## config.mk

```make
export PLATFORM = sky130hd
export DESIGN_NAME = keyed_exchange_sort_unit
export DESIGN_NICKNAME = d
export VERILOG_FILES = /design/src/design/kes_pkg.sv /design/src/design/kes_ram.sv /design/src/design/kes_cmp.sv /design/src/design/keyed_exchange_sort_unit.sv
export SDC_FILE = /design/constraint.sdc
export NUM_CORES = 1
export LEC_CHECK = 0
export ABC_CLOCK_PERIOD_IN_PS = 3930
export BUFFER_PORTS_ARGS = -buffer_cell sky130_fd_sc_hd__buf_2
export CELL_PAD_IN_SITES_DETAIL_PLACEMENT = 2
export CELL_PAD_IN_SITES_GLOBAL_PLACEMENT = 2
export CORE_ASPECT_RATIO = 2
export CORE_MARGIN = 2
export CORE_UTILIZATION = 43
export DETAILED_ROUTE_END_ITERATION = 8
export PLACE_DENSITY = 0.72
export SKIP_CTS_REPAIR_TIMING = 1
export SLEW_MARGIN = 20
export SYNTH_ARGS = -nofsm -noshare
export SYNTH_HDL_FRONTEND = slang
export SYNTH_SLANG_ARGS = --single-unit
```

## constraint.sdc

```tcl
create_clock -name clk -period 3.93 [get_ports clk]
set_input_delay 0.1965 -clock clk [delete_from_list [all_inputs] [get_ports clk]]
set_output_delay 0.1965 -clock clk [all_outputs]
set_load 0.01 [all_outputs]
```

## src/design/kes_pkg.sv

```systemverilog
package kes_pkg;

    localparam int KEY_W         = 14;
    localparam int TAG_W         = 5;
    localparam int MAX_ITEMS_DEF = 32;

    typedef struct packed {
        logic [KEY_W-1:0] key;
        logic [TAG_W-1:0] tag;
    } entry_t;

    localparam int ENTRY_W = $bits(entry_t);

    // sequencer states, one-hot
    typedef enum logic [3:0] {
        S_IDLE  = 4'b0001,
        S_FETCH = 4'b0010,
        S_LOAD  = 4'b0100,
        S_CMP   = 4'b1000
    } state_t;

endpackage

```

## src/design/kes_ram.sv

```systemverilog
module kes_ram
    import kes_pkg::*;
#(
    parameter int WIDTH = ENTRY_W,
    parameter int DEPTH = MAX_ITEMS_DEF,
    localparam int AW   = (DEPTH > 1) ? $clog2(DEPTH) : 1
)
(
    input  logic             clk,
    input  logic             we,
    input  logic [AW-1:0]    waddr,
    input  logic [WIDTH-1:0] wdata,
    input  logic [AW-1:0]    raddr,
    output logic [WIDTH-1:0] rdata
);

    logic [WIDTH-1:0] mem [DEPTH];
    logic [WIDTH-1:0] rdata_reg;

    always_ff @(posedge clk)
    begin
        if (we)
        begin
            mem[waddr] <= wdata;
        end
        rdata_reg <= mem[raddr];
    end

    assign rdata = rdata_reg;

endmodule

```

## src/design/kes_cmp.sv

```systemverilog
module kes_cmp
    import kes_pkg::*;
(
    input  logic [KEY_W-1:0] held_key,
    input  logic [KEY_W-1:0] later_key,
    input  logic             descending,
    output logic             swap
);

    // strict compare: equal keys never swap
    always_comb
    begin
        if (descending)
        begin
            swap = (held_key < later_key);
        end
        else
        begin
            swap = (held_key > later_key);
        end
    end

endmodule

```

## src/design/keyed_exchange_sort_unit.sv

```systemverilog
// Loading: pairs are taken while busy stays low. After the last pair, pass i of the
//   sort fetches position i, then compares it with each later position; the pair for
//   position i leaves at the end of pass i.
// One list at a time; busy is high from the last pair to the final result.
// Results cannot be stalled: each is valid for exactly one cycle under strobe.
// Reset (async, rst_n low): empty list, no overflow, descending order; RAM not cleared.
module keyed_exchange_sort_unit
    import kes_pkg::*;
#(
    parameter int MAX_ITEMS = MAX_ITEMS_DEF
)
(
    input  logic             clk,
    input  logic             rst_n,
    // command side
    input  logic             start,
    output logic             busy,
    input  logic [KEY_W-1:0] key,
    input  logic [TAG_W-1:0] tag,
    input  logic             last_in,
    // configuration
    input  logic             cfg_write,
    input  logic             cfg_data,
    // results
    output logic             strobe,
    output logic [KEY_W-1:0] sorted_key,
    output logic [TAG_W-1:0] sorted_tag,
    output logic             last_out,
    output logic             overflow
);

    localparam int AW = $clog2(MAX_ITEMS);
    localparam int CW = $clog2(MAX_ITEMS + 1);
    localparam logic [CW-1:0] MAX_C = CW'(MAX_ITEMS);

    // Sort scheme: the entry at position i is held in cur_reg while positions
    // j > i stream out of the RAM. On a swap the held entry is written to j and
    // the entry read from j becomes the held one. Position i is final at the end
    // of its pass, so it is emitted right there and never written back.

    state_t          state_reg, state_next;
    logic [CW-1:0]   count_reg, count_next;
    logic            ovf_reg, ovf_next;
    logic            desc_cfg_reg, desc_cfg_next;
    logic            desc_reg, desc_next;
    logic [CW-1:0]   n_reg, n_next;
    logic [CW-1:0]   i_reg, i_next;
    logic [CW-1:0]   j_reg, j_next;
    entry_t          cur_reg, cur_next;

    logic            strobe_reg, strobe_next;
    entry_t          out_reg, out_next;
    logic            olast_reg, olast_next;
    logic            oovf_reg, oovf_next;

    logic            ram_we;
    logic [AW-1:0]   ram_waddr;
    entry_t          ram_wdata;
    logic [AW-1:0]   ram_raddr;
    logic [ENTRY_W-1:0] ram_rdata;
    entry_t          rd_entry;
    logic            swap;
    logic            accept;
    logic            has_room;

    assign rd_entry = entry_t'(ram_rdata);
    assign accept   = start && !busy;
    assign has_room = (count_reg < MAX_C);

    kes_ram #(
        .WIDTH (ENTRY_W),
        .DEPTH (MAX_ITEMS)
    ) u_ram (
        .clk   (clk),
        .we    (ram_we),
        .waddr (ram_waddr),
        .wdata (ram_wdata),
        .raddr (ram_raddr),
        .rdata (ram_rdata)
    );

    // shared compare unit
    kes_cmp u_cmp (
        .held_key   (cur_reg.key),
        .later_key  (rd_entry.key),
        .descending (desc_reg),
        .swap       (swap)
    );

    always_comb
    begin
        state_next    = state_reg;
        count_next    = count_reg;
        ovf_next      = ovf_reg;
        desc_cfg_next = cfg_write ? cfg_data : desc_cfg_reg;
        desc_next     = desc_reg;
        n_next        = n_reg;
        i_next        = i_reg;
        j_next        = j_reg;
        cur_next      = cur_reg;
        strobe_next   = 1'b0;
        out_next      = out_reg;
        olast_next    = olast_reg;
        oovf_next     = oovf_reg;
        ram_we        = 1'b0;
        ram_waddr     = count_reg[AW-1:0];
        ram_wdata     = '{key: key, tag: tag};
        ram_raddr     = i_reg[AW-1:0];

        case (state_reg)
            S_IDLE:
            begin
                if (accept)
                begin
                    // full store: pair is dropped and flagged
                    if (has_room)
                    begin
                        ram_we     = 1'b1;
                        count_next = count_reg + 1'b1;
                    end
                    else
                    begin
                        ovf_next = 1'b1;
                    end
                    if (last_in)
                    begin
                        n_next     = has_room ? count_reg + 1'b1 : count_reg;
                        desc_next  = desc_cfg_reg;
                        i_next     = '0;
                        state_next = S_FETCH;
                    end
                end
            end

            S_FETCH:
            begin
                ram_raddr  = i_reg[AW-1:0];
                j_next     = i_reg + 1'b1;
                state_next = S_LOAD;
            end

            S_LOAD:
            begin
                cur_next = rd_entry;
                if (j_reg < n_reg)
                begin
                    ram_raddr  = j_reg[AW-1:0];
                    state_next = S_CMP;
                end
                else
                begin
                    // final position: nothing left to compare against
                    strobe_next = 1'b1;
                    out_next    = rd_entry;
                    olast_next  = 1'b1;
                    oovf_next   = ovf_reg;
                    count_next  = '0;
                    ovf_next    = 1'b0;
                    state_next  = S_IDLE;
                end
            end

            S_CMP:
            begin
                if (swap)
                begin
                    ram_we    = 1'b1;
                    ram_waddr = j_reg[AW-1:0];
                    ram_wdata = cur_reg;
                    cur_next  = rd_entry;
                end
                if ((j_reg + 1'b1) < n_reg)
                begin
                    ram_raddr = AW'(j_reg + 1'b1);
                    j_next    = j_reg + 1'b1;
                end
                else
                begin
                    // pass done, position i settled
                    strobe_next = 1'b1;
                    out_next    = swap ? rd_entry : cur_reg;
                    olast_next  = 1'b0;
                    oovf_next   = ovf_reg;
                    i_next      = i_reg + 1'b1;
                    state_next  = S_FETCH;
                end
            end

            default:
            begin
                state_next = S_IDLE;
            end
        endcase
    end

    always_ff @(posedge clk or negedge rst_n)
    begin
        if (!rst_n)
        begin
            state_reg    <= S_IDLE;
            count_reg    <= '0;
            ovf_reg      <= 1'b0;
            desc_cfg_reg <= 1'b1;
            strobe_reg   <= 1'b0;
        end
        else
        begin
            state_reg    <= state_next;
            count_reg    <= count_next;
            ovf_reg      <= ovf_next;
            desc_cfg_reg <= desc_cfg_next;
            strobe_reg   <= strobe_next;
        end
    end

    // payload and loop registers, no reset needed
    always_ff @(posedge clk)
    begin
        desc_reg  <= desc_next;
        n_reg     <= n_next;
        i_reg     <= i_next;
        j_reg     <= j_next;
        cur_reg   <= cur_next;
        out_reg   <= out_next;
        olast_reg <= olast_next;
        oovf_reg  <= oovf_next;
    end

    assign busy       = (state_reg != S_IDLE);
    assign strobe     = strobe_reg;
    assign sorted_key = out_reg.key;
    assign sorted_tag = out_reg.tag;
    assign last_out   = olast_reg;
    assign overflow   = oovf_reg;

    // the final result of a list coincides with the block going idle
    a_last_idle: assert property (@(posedge clk) disable iff (!rst_n)
        strobe && last_out |-> !busy)
        else $error("final result while still sorting");

    // the sort only ends by delivering the final result
    a_fall_last: assert property (@(posedge clk) disable iff (!rst_n)
        $fell(busy) |-> strobe && last_out)
        else $error("sort ended without a final result");

    // compare index stays inside the held list
    a_j_range: assert property (@(posedge clk) disable iff (!rst_n)
        state_reg == S_CMP |-> j_reg < n_reg && i_reg < j_reg)
        else $error("compare index out of range");

    // a pair without the last mark keeps the block loading
    a_load_stay: assert property (@(posedge clk) disable iff (!rst_n)
        start && !busy && !last_in |=> !busy && !strobe)
        else $error("sort started without last pair");

endmodule

```

==> results by group, run 1 <==
Outcome
  – Status: finished with violations
  – Failing checks: negative hold slack, negative setup slack

Power
  – Max VDD drop: 0.371 mV
  – Leakage: between 10 and 15 nW
  – Pwr Density: 491 mW/mm^2
  – Power Total: 16.7 mW

Synth
  – EDFF count, synth: 667
  – Cell Area, Synth: 0.0290 sq mm
  – Synth Instances: 1713
  – Async SR Flop Fraction: 0.0186
  – Register area share after synthesis: 0.715
  – Ys Warns: 0
  – Syn nets: 1765
  – Netlist cell types: a little under 70
  – Most common flop cell mapped by yosys: edfxtp_1
  – Syn Area/Cell: ~17 sq um
  – Post-synthesis sequential element count: 699

Critical path
  – Worst EP arrival: 4.53 ns
  – Startpoint types: flop
  – WS Path Type: reg2reg
  – Crit path max fanout: 13
  – Required time of the critical path: about 4.3 ns
  – R2R cell count: 11
  – CP endpoint kind: flop

Job
  – Max-cap check violation count: 0

Timing
  – Setup TNS: -33.16 ns
  – Hold_ws: -0.00000733 ns
  – Final worst slack: -0.229 ns
  – Final setup violating endpoints: ~320
  – Relative slew slack: 0.253
  – Hold Fails Final Rpt: 1
  – Tcrit/Tclk final: 1.06
  – Final Max Slew Viols: 0
  – Worst Tran Pin Value: roughly 1.1 ns
  – Unrepaired setup endpoints after global routing: yes
  – Fmax: 240 MHz
  – Max Clock Skew: a little over 0.02 ns
  – Fin crit period: 4.16 ns

Finish
  – Fraction of layout cells with a size suffix above 1: 0.207
  – Fillers: between 6k and 7k
  – Area Growth Syn to Fin: 17.5%
  – Nets: 1941
  – Max FFs per register: 608
  – Diode count: 0
  – Design Area, Final: 0.0341 sq mm
  – Most frequent cells in the layout: edfxtp_1, mux2i_1, buf_4
  – Post-layout util: 0.510
  – Layout Cells excl Fill: 2822
  – Commonest non-fill, non-tap cell in the layout: edfxtp_1

Drt
  – WL final: slightly above 100 mm
  – Antenna-violating nets left: 0
  – Pre-Repair DR Iteration Count: 5
  – Vias: between 15k and 20k
  – Average vias per placed instance: 6.02
  – Post-DR wirelength/cell: approximately 36 um
  – Drt initial violations: 1343
  – # DRC: 0

Floorplan
  – Core area: 0.0667 sq mm
  – Std-Cell Rows: 134
  – Initial Utilization: 0.434
  – Die Y: 371 um
  – I/O pin count: 48
  – Chip width: 188 um
  – Die Area: 0.0696 sq mm

CTS
  – CTS root buffer: clkbuf_16
  – CTS tree: yes
  – H-tree lvl count: 2
  – Cts bufs inserted: 60
  – CTS max path bufs: 3
  – Clk Latency, worst-skew pair: 0.63 ns
  – CTS sink count: 699
  – Clk slew on worst S/H paths: 0.07 ns

GRT
  – Initial antenna violation count: 0
  – First-pass GRT wire length: approximately 140 mm
  – Vias in the first global route: around 19k
  – Total Routing Usage GR: 0.283
  – Total gr overflow: 0
  – Largest net degree at the start of global routing: 47

Place
  – Post-Place Cell Area: 0.0312 sq mm
  – DPL Wire Length: 59.9 mm
  – RePlAce Congestion: 0.793
  – # port buffers: 47
  – Pre-CTS setup slack: -0.893 ns
  – Cell total after placement: 2661

Worst hold path
  – Min-delay worst type: in2async
[power by group]
part           leakage [nW]  internal, mW  switching [mW]
Clock                 0.993          3.64            2.87
Combinational          5.11         0.530            1.04
Sequential             6.34          8.47           0.158
[logic make-up (layout without fill, tap and decap cells)]
kind of cell	count (synthesis)	in the layout	synth area share
AO/OA/AOI/OAI	171	172	0.0388
AND/OR/NAND/NOR	216	216	0.0411
adder cells (fa/ha/maj)	27	27	0.0117
multiplexers	472	472	0.164
XOR/XNOR	12	12	0.00363
buffers and inverters	116	340	0.0251
flip-flops	699	699	0.715
[area by class of cell]
| type | count | area (sq um) | area share |
|---|---|---|---|
| clock buffer | 70 | 1570 | 0.0461 |
| clock inverter | 41 | 517 | 0.0152 |
| inverter | 33 | 124 | 0.00364 |
| multi-input combinational | 899 | 7860 | 0.231 |
| sequential | 699 | 20700 | 0.609 |
| tap | 884 | 1110 | 0.0325 |
| timing repair buffer | 196 | 2140 | 0.0629 |
[routing by layer]
metal,track usage,vias up,part of all wire
met5,0,-,0
met4,0.152,0,0.060
met3,0.0299,223,0.046
met2,0.528,648,0.53
met1,0.314,9054,0.36
li1,-,7067,-
[path summary, 6_finish.rpt]
kind,startpoint,to,slack (ns)
max,u_ram.rdata[6],u_ram.mem[21][7],-0.23
min,rst_n,state_reg[1],-0.000007
max reg2reg,u_ram.rdata[6],u_ram.mem[21][7],-0.23
min reg2reg,ovf_reg,overflow,0.50
max in group asynchronous,rst_n,desc_cfg_reg,3.64
min in group clk,start,count_reg[4],0.14
[cells in the mapped netlist (all sizes together) (3+ instances only)]
cell type	number	area, sq um
a211oi	3	22.5
a21o	9	67.6
a21oi	20	104
a22oi	4	30.0
a32oi	3	26.3
and2	7	43.8
buf	64	533
clkbuf	19	71.3
dfrtp	11	275
dfxtp	19	380
edfxtp	667	20000
ha	27	338
inv	33	124
mux2	29	327
mux2i	443	4430
nand2	62	238
nand3	22	115
nand3b	3	22.5
nand4	7	43.8
nor2	63	246
nor2b	3	18.8
nor3	8	40.0
nor3b	7	52.6
nor4	20	238
nor4b	5	65.1
o2111ai	6	52.6
o211ai	8	70.1
o21ai	25	125
o22ai	74	463
xnor2	7	61.3
xor2	5	43.8
[critical path, stage by stage, from the launching register on]
cell,delay [ns]
dfxtp_1,0.33
inv_1,0.29
ha_1,0.33
a21oi_1,0.16
nor2_1,0.07
a211oi_1,0.32
o221ai_1,0.22
mux2i_1,0.61
nor3_1,0.14
a21oi_1,0.92
nor2_2,0.24
buf_12,0.26
Power figures use the tool's default switching activity.
==> inputs of run 2 (changes only) <==
--- a/config.mk
+++ b/config.mk
@@ -5,17 +5,20 @@
 export SDC_FILE = /design/constraint.sdc
 export NUM_CORES = 1
 export LEC_CHECK = 0
+export ABC_AREA = 1
 export ABC_CLOCK_PERIOD_IN_PS = 3930
 export BUFFER_PORTS_ARGS = -buffer_cell sky130_fd_sc_hd__buf_2
 export CELL_PAD_IN_SITES_DETAIL_PLACEMENT = 2
 export CELL_PAD_IN_SITES_GLOBAL_PLACEMENT = 2
 export CORE_ASPECT_RATIO = 2
 export CORE_MARGIN = 2
-export CORE_UTILIZATION = 43
+export CORE_UTILIZATION = 38
 export DETAILED_ROUTE_END_ITERATION = 8
+export GPL_TIMING_DRIVEN = 0
 export PLACE_DENSITY = 0.72
 export SKIP_CTS_REPAIR_TIMING = 1
 export SLEW_MARGIN = 20
 export SYNTH_ARGS = -nofsm -noshare
 export SYNTH_HDL_FRONTEND = slang
 export SYNTH_SLANG_ARGS = --single-unit
+export TNS_END_PERCENT = 30
==> results by group, run 2 <==
Finish
  – Most frequent cells in the layout: nand2_1, edfxtp_1, nand3_1
  – Diode count: 0
  – Max FFs per register: 608
  – Area Growth Syn to Fin: 20.3%
  – Commonest non-fill, non-tap cell in the layout: nand2_1
  – Layout Cells excl Fill: between 4k and 5k
  – Fraction of layout cells with a size suffix above 1: 0.168
  – Nets: 3202

Floorplan
  – Std-Cell Rows: ~150
  – Die Y: ~410 um
  – Core area: 0.0811 sq mm
  – Initial Utilization: 0.383
  – I/O pin count: 48
  – Chip width: 206 um
  – Die Area: 0.0841 sq mm

Place
  – Cell total after placement: 4075
  – # port buffers: between 40 and 50
  – RePlAce Congestion: 0.904
  – DPL Wire Length: just under 90 mm
  – Pre-CTS setup slack: -1.59 ns

GRT
  – First-pass GRT wire length: 170 mm
  – Total gr overflow: 0
  – Vias in the first global route: 25.7k
  – Largest net degree at the start of global routing: 33
  – Initial antenna violation count: 1
  – Total Routing Usage GR: 0.284

Synth
  – Most frequent cell after synthesis: nand2_1
  – Cell Area, Synth: slightly above 0.03 sq mm
  – EDFF count, synth: roughly 670
  – Register area share after synthesis: 0.668
  – Synth Area in Compound Gates: 0.00999
  – Post-synthesis sequential element count: 699
  – Netlist cell types: 39
  – Largest family of logic cells by synthesized area: simple AND/OR/NAND/NOR gates
  – Post-synth top cells: nand2_1, nand3_1, edfxtp_1
  – Async SR Flop Fraction: 0.0186
  – Post-Synth Simple-Gate Area: 0.233
  – Ranking of synthesized cells by area: edfxtp_1, nand3_1, nand2_1
  – Most common flop cell mapped by yosys: edfxtp_1
  – Multiplexer share of the synthesized area: 0.000363
  – Synth Instances: 2937
  – Ys Warns: 0
  – Synth area leader: edfxtp_1
  – Adder-cell share of the synthesized area: 0.0109
  – Xor-xnor portion of the synthesized cell area: 0.00339
  – Top cell type's share of synthesized area: 0.645
  – Syn nets: 2989
  – Syn Area/Cell: 10.6 sq um

Drt
  – # DRC: 0
  – WL final: 120 mm
  – Average vias per placed instance: 5.42
  – Post-DR wirelength/cell: 28.3 um
  – Vias: between 20k and 25k
  – Antenna-violating nets left: 0
  – Drt initial violations: 1254
  – Pre-Repair DR Iteration Count: 5

Timing
  – Setup TNS: -20.62 ns
  – Worst Tran Pin Value: 0.976 ns
  – Fin crit period: 4.13 ns
  – Hold Fails Final Rpt: 1
  – Final setup violating endpoints: 318
  – Final worst slack: -0.195 ns
  – Max Clock Skew: about 0.025 ns
  – Final Max Slew Viols: 0
  – Fmax: 242 MHz
  – Unrepaired setup endpoints after global routing: yes
  – Hold_ws: -0.0288 ns
  – Relative slew slack: 0.342
  – Tcrit/Tclk final: 1.05

CTS
  – Cts bufs inserted: 66
  – CTS tree: yes
  – CTS max path bufs: 3
  – H-tree lvl count: 3
  – Clk Latency, worst-skew pair: 0.65 ns
  – Clk slew on worst S/H paths: 0.06 ns
  – CTS sink count: 699
  – CTS root buffer: clkbuf_16

Job
  – Max-cap check violation count: 0

Critical path
  – WS Path Type: reg2reg
  – Required time of the critical path: between 4 and 5 ns
  – Worst EP arrival: 4.47 ns
  – CP endpoint kind: flop
  – Crit path max fanout: 11
  – Startpoint types: flop

Power
  – Pwr Density: between 500 and 600 mW/mm^2
  – Leakage: 15.2 nW
  – Max VDD drop: 0.382 mV

Outcome
  – Failing checks: negative hold slack, negative setup slack
  – Status: finished with violations

Worst hold path
  – Min-delay worst type: in2reg
run 2: cells by family after synthesis:
logic type	after synthesis
muxes	1
DFF	699
AOI/OAI and AO/OA	56
adders and majority gates	27
xor gates and xnor gates	12
buffers and inverters	563
and+or+nand+nor	1579
run 2: metrics by stage:
step	area (sq um)	hold WS, ns	util	power [mW]
floorplan	31000	-0.0991	-	10.7
global route	37300	0.0107	0.460	19.8
finish	37300	-0.0288	0.460	19.3
CTS	35600	-0.559	0.439	18.8
global placement	32600	0.133	0.402	12.0
detailed placement	33400	0.136	0.412	12.3
run 2: report_power, final:
part / internal [mW] / switching [mW]
logic: 1.12 / 2.83
clock network: 3.67 / 2.92
registers: 8.58 / 0.149
run 2: worst max-delay path: stages, from the launching register on:
cell and delay, ns:
edfxtp_1 0.43, ha_1 0.34, nand2_1 0.10, inv_1 0.05, o21ai_0 0.16, nand2_1 0.09, a21oi_1 0.32, nand2_1 0.10
nand2_1 0.11, nand3_2 0.20, buf_2 0.29, o21ai_1 0.61, nand3_2 0.43, nor2_4 0.26, buf_12 0.15, buf_6 0.16
run 2: cell type report:
cell class | count | area [sq um]
Tap cell | 1050 | 1310
Multi-Input combinational cell | 1675 | 8930
Clock buffer | 90 | 1910
Clock inverter | 29 | 246
Sequential cell | 699 | 20700
Fill cell | 8401 | 43800
Inverter | 396 | 1490
Timing Repair Buffer | 146 | 1510
Buffer | 166 | 1210
run 2: worst paths after layout:
kind	start	end	slack, ns	cells past startpoint
worst max-delay path	cur_reg[12]	u_ram.mem[22][13]	-0.20	15
worst min-delay path	start	state_reg[0]	-0.03	4
worst max register to register	cur_reg[12]	u_ram.mem[22][13]	-0.20	15
worst min register to register	ovf_reg	overflow	0.46	0
max in group asynchronous	rst_n	state_reg[0]	3.61	2
min in group asynchronous	rst_n	ovf_reg	0.01	2
run 2: routing by layer:
layer / part of all wire / track usage / up-vias
met5: 0 / 0 / -
met4: 0.096 / 0.228 / 0
met3: 0.029 / 0.0283 / 289
met2: 0.55 / 0.537 / 598
met1: 0.33 / 0.273 / 11800
li1: - / - / 10300
==> inputs of run 3 (changes only) <==
--- a/config.mk
+++ b/config.mk
@@ -8,9 +8,9 @@
 export ABC_AREA = 1
 export ABC_CLOCK_PERIOD_IN_PS = 3930
 export BUFFER_PORTS_ARGS = -buffer_cell sky130_fd_sc_hd__buf_2
-export CELL_PAD_IN_SITES_DETAIL_PLACEMENT = 2
+export CELL_PAD_IN_SITES_DETAIL_PLACEMENT = 1
 export CELL_PAD_IN_SITES_GLOBAL_PLACEMENT = 2
-export CORE_ASPECT_RATIO = 2
+export CORE_ASPECT_RATIO = 1.1
 export CORE_MARGIN = 2
 export CORE_UTILIZATION = 38
 export DETAILED_ROUTE_END_ITERATION = 8
==> results by group, run 3 (synthesis gave the netlist of run 2 again) <==
Timing
  – Hold Fails Final Rpt: 1
  – Relative slew slack: 0.369
  – Fin crit period: between 3 and 4 ns
  – Unrepaired setup endpoints after global routing: yes
  – Hold_ws: -0.0140 ns
  – Final setup violating endpoints: 0
  – Tcrit/Tclk final: 0.975
  – Worst Tran Pin Value: approximately 0.94 ns
  – Max Clock Skew: 0.0226 ns
  – Final Max Slew Viols: 0
  – Fmax: 261 MHz

Finish
  – Diode count: 0
  – Fraction of layout cells with a size suffix above 1: 0.169
  – Nets: between 3k and 4k
  – Max FFs per register: between 600 and 700
  – Most frequent cells in the layout: nand2_1, edfxtp_1, nand3_1
  – Layout Cells excl Fill: ~4.3k
  – Commonest non-fill, non-tap cell in the layout: nand2_1
  – Area Growth Syn to Fin: 20.1%

Outcome
  – Failing checks: negative hold slack
  – Status: finished with violations

Critical path
  – FF-to-FF setup slack: 0.1 ns
  – Most used cell, CP: nand2_1
  – Buf/Inv on CP: 3
  – Crit path max fanout: 14
  – Largest stage delay on the critical path: 0.43 ns
  – Crit path max-delay cell type: edfxtp_1
  – WS Path Type: reg2reg
  – Required time of the critical path: 4.25 ns
  – Startpoint types: flop
  – Cell family with most CP delay: simple AND/OR/NAND/NOR gates
  – Worst EP arrival: between 4 and 5 ns
  – CP endpoint kind: flop
  – Critical path cell sequence: ha_1, nand2_1, inv_1, o21ai_0, nand2_1, a21oi_1, nand3_1, nand3_2, buf_2, nand2_1, o21ai_1, nand3_4, nor2_2, buf_6

CTS
  – H-tree lvl count: 3
  – Clk slew on worst S/H paths: about 0.060 ns
  – Clk Latency, worst-skew pair: 0.63 ns
  – CTS tree: yes
  – CTS max path bufs: 3
  – Cts bufs inserted: 76
  – CTS sink count: 699
  – CTS root buffer: clkbuf_16

Floorplan
  – Die Y: approximately 300 um
  – Std-Cell Rows: ~110
  – Initial Utilization: 0.385
  – Core area: 0.0806 sq mm
  – Chip width: 277 um
  – I/O pin count: 48
  – Die Area: around 0.084 sq mm

Drt
  – WL final: slightly above 100 mm
  – # DRC: 0
  – Pre-Repair DR Iteration Count: 5
  – Antenna-violating nets left: 0
  – Vias: about 22k
  – Post-DR wirelength/cell: 24.0 um
  – Average vias per placed instance: 5.17
  – Drt initial violations: 1424

GRT
  – Initial antenna violation count: 1
  – Total Routing Usage GR: 0.242
  – First-pass GRT wire length: 151 mm
  – Largest net degree at the start of global routing: 33
  – Total gr overflow: 0
  – Vias in the first global route: 23.2k

Power
  – Leakage: 15.2 nW
  – Power Total: 19.6 mW
  – Max VDD drop: 0.410 mV
  – Pwr Density: 525 mW/mm^2

Job
  – Max-cap check violation count: 0

Worst hold path
  – Min-delay worst type: in2reg

Place
  – # port buffers: 47
  – RePlAce Congestion: 0.940
  – Cell total after placement: 4085
  – DPL Wire Length: about 74 mm
## run 3: cell types whose count changed in the layout (fill, tap and decap cells not counted), sizes merged
| cell | previous run | this run |
|---|---|---|
| clkinv | 22 | 31 |
| buf | 245 | 240 |
| bufinv | 4 | 8 |
| clkbuf | 153 | 150 |
## run 3: path summary, 6_finish.rpt
check | start | endpoint | cells after the start
max | cur_reg[12] | u_ram.mem[5][10] | 14
min | start | state_reg[0] | 4
max reg2reg | cur_reg[12] | u_ram.mem[5][10] | 14
min reg2reg | ovf_reg | overflow | 0
max in group asynchronous | rst_n | state_reg[0] | 2
min in group asynchronous | rst_n | state_reg[2] | 2
## run 3: tightest hold or removal path, stage by stage
cell      delay (ns)
buf_2           0.10
inv_1           0.07
o21ai_0         0.09
o311ai_0        0.10
## run 3: metal layers
| layer | up-vias | GRT usage | share of wire |
|---|---|---|---|
| met2 | 477 | 0.415 | 0.49 |
| met5 | - | 0 | 0.000088 |
| li1 | 10400 | - | - |
| met1 | 11100 | 0.318 | 0.43 |
| met4 | 2 | 0.0813 | 0.031 |
| met3 | 140 | 0.0299 | 0.044 |
## run 3: layout make-up
cell class | count | area (sq um)
buffer | 167 | 1110
sequential | 699 | 20700
multi-input combinational | 1675 | 8750
clock buffer | 97 | 2060
timing repair buffer | 130 | 1370
tap | 1054 | 1320
fill | 8605 | 43300
inverter | 396 | 1490
clock inverter | 42 | 439
## run 3: power breakdown
part	switching [mW]	leakage (nW)	internal [mW]	total, mW
Clock	3.00	1.22	4.25	7.25
Combinational	2.56	7.64	1.06	3.62
Sequential	0.126	6.34	8.58	8.71
## run 3: per-stage QoR
| step | area (sq um) | util | hold WS (ns) | setup TNS, ns | worst slack (ns) |
|---|---|---|---|---|---|
| finish | 37300 | 0.463 | -0.0140 | 0 | 0.0972 |
| global route | 37300 | 0.463 | 0.00140 | -6.37 | -0.150 |
| CTS | 36000 | 0.447 | -0.562 | -104.22 | -0.845 |
| detailed placement | 33500 | 0.416 | 0.113 | -89.81 | -0.785 |
| global placement | 32600 | 0.404 | 0.107 | -924.19 | -3.44 |
| floorplan | 31000 | - | -0.0991 | 0 | 0.396 |
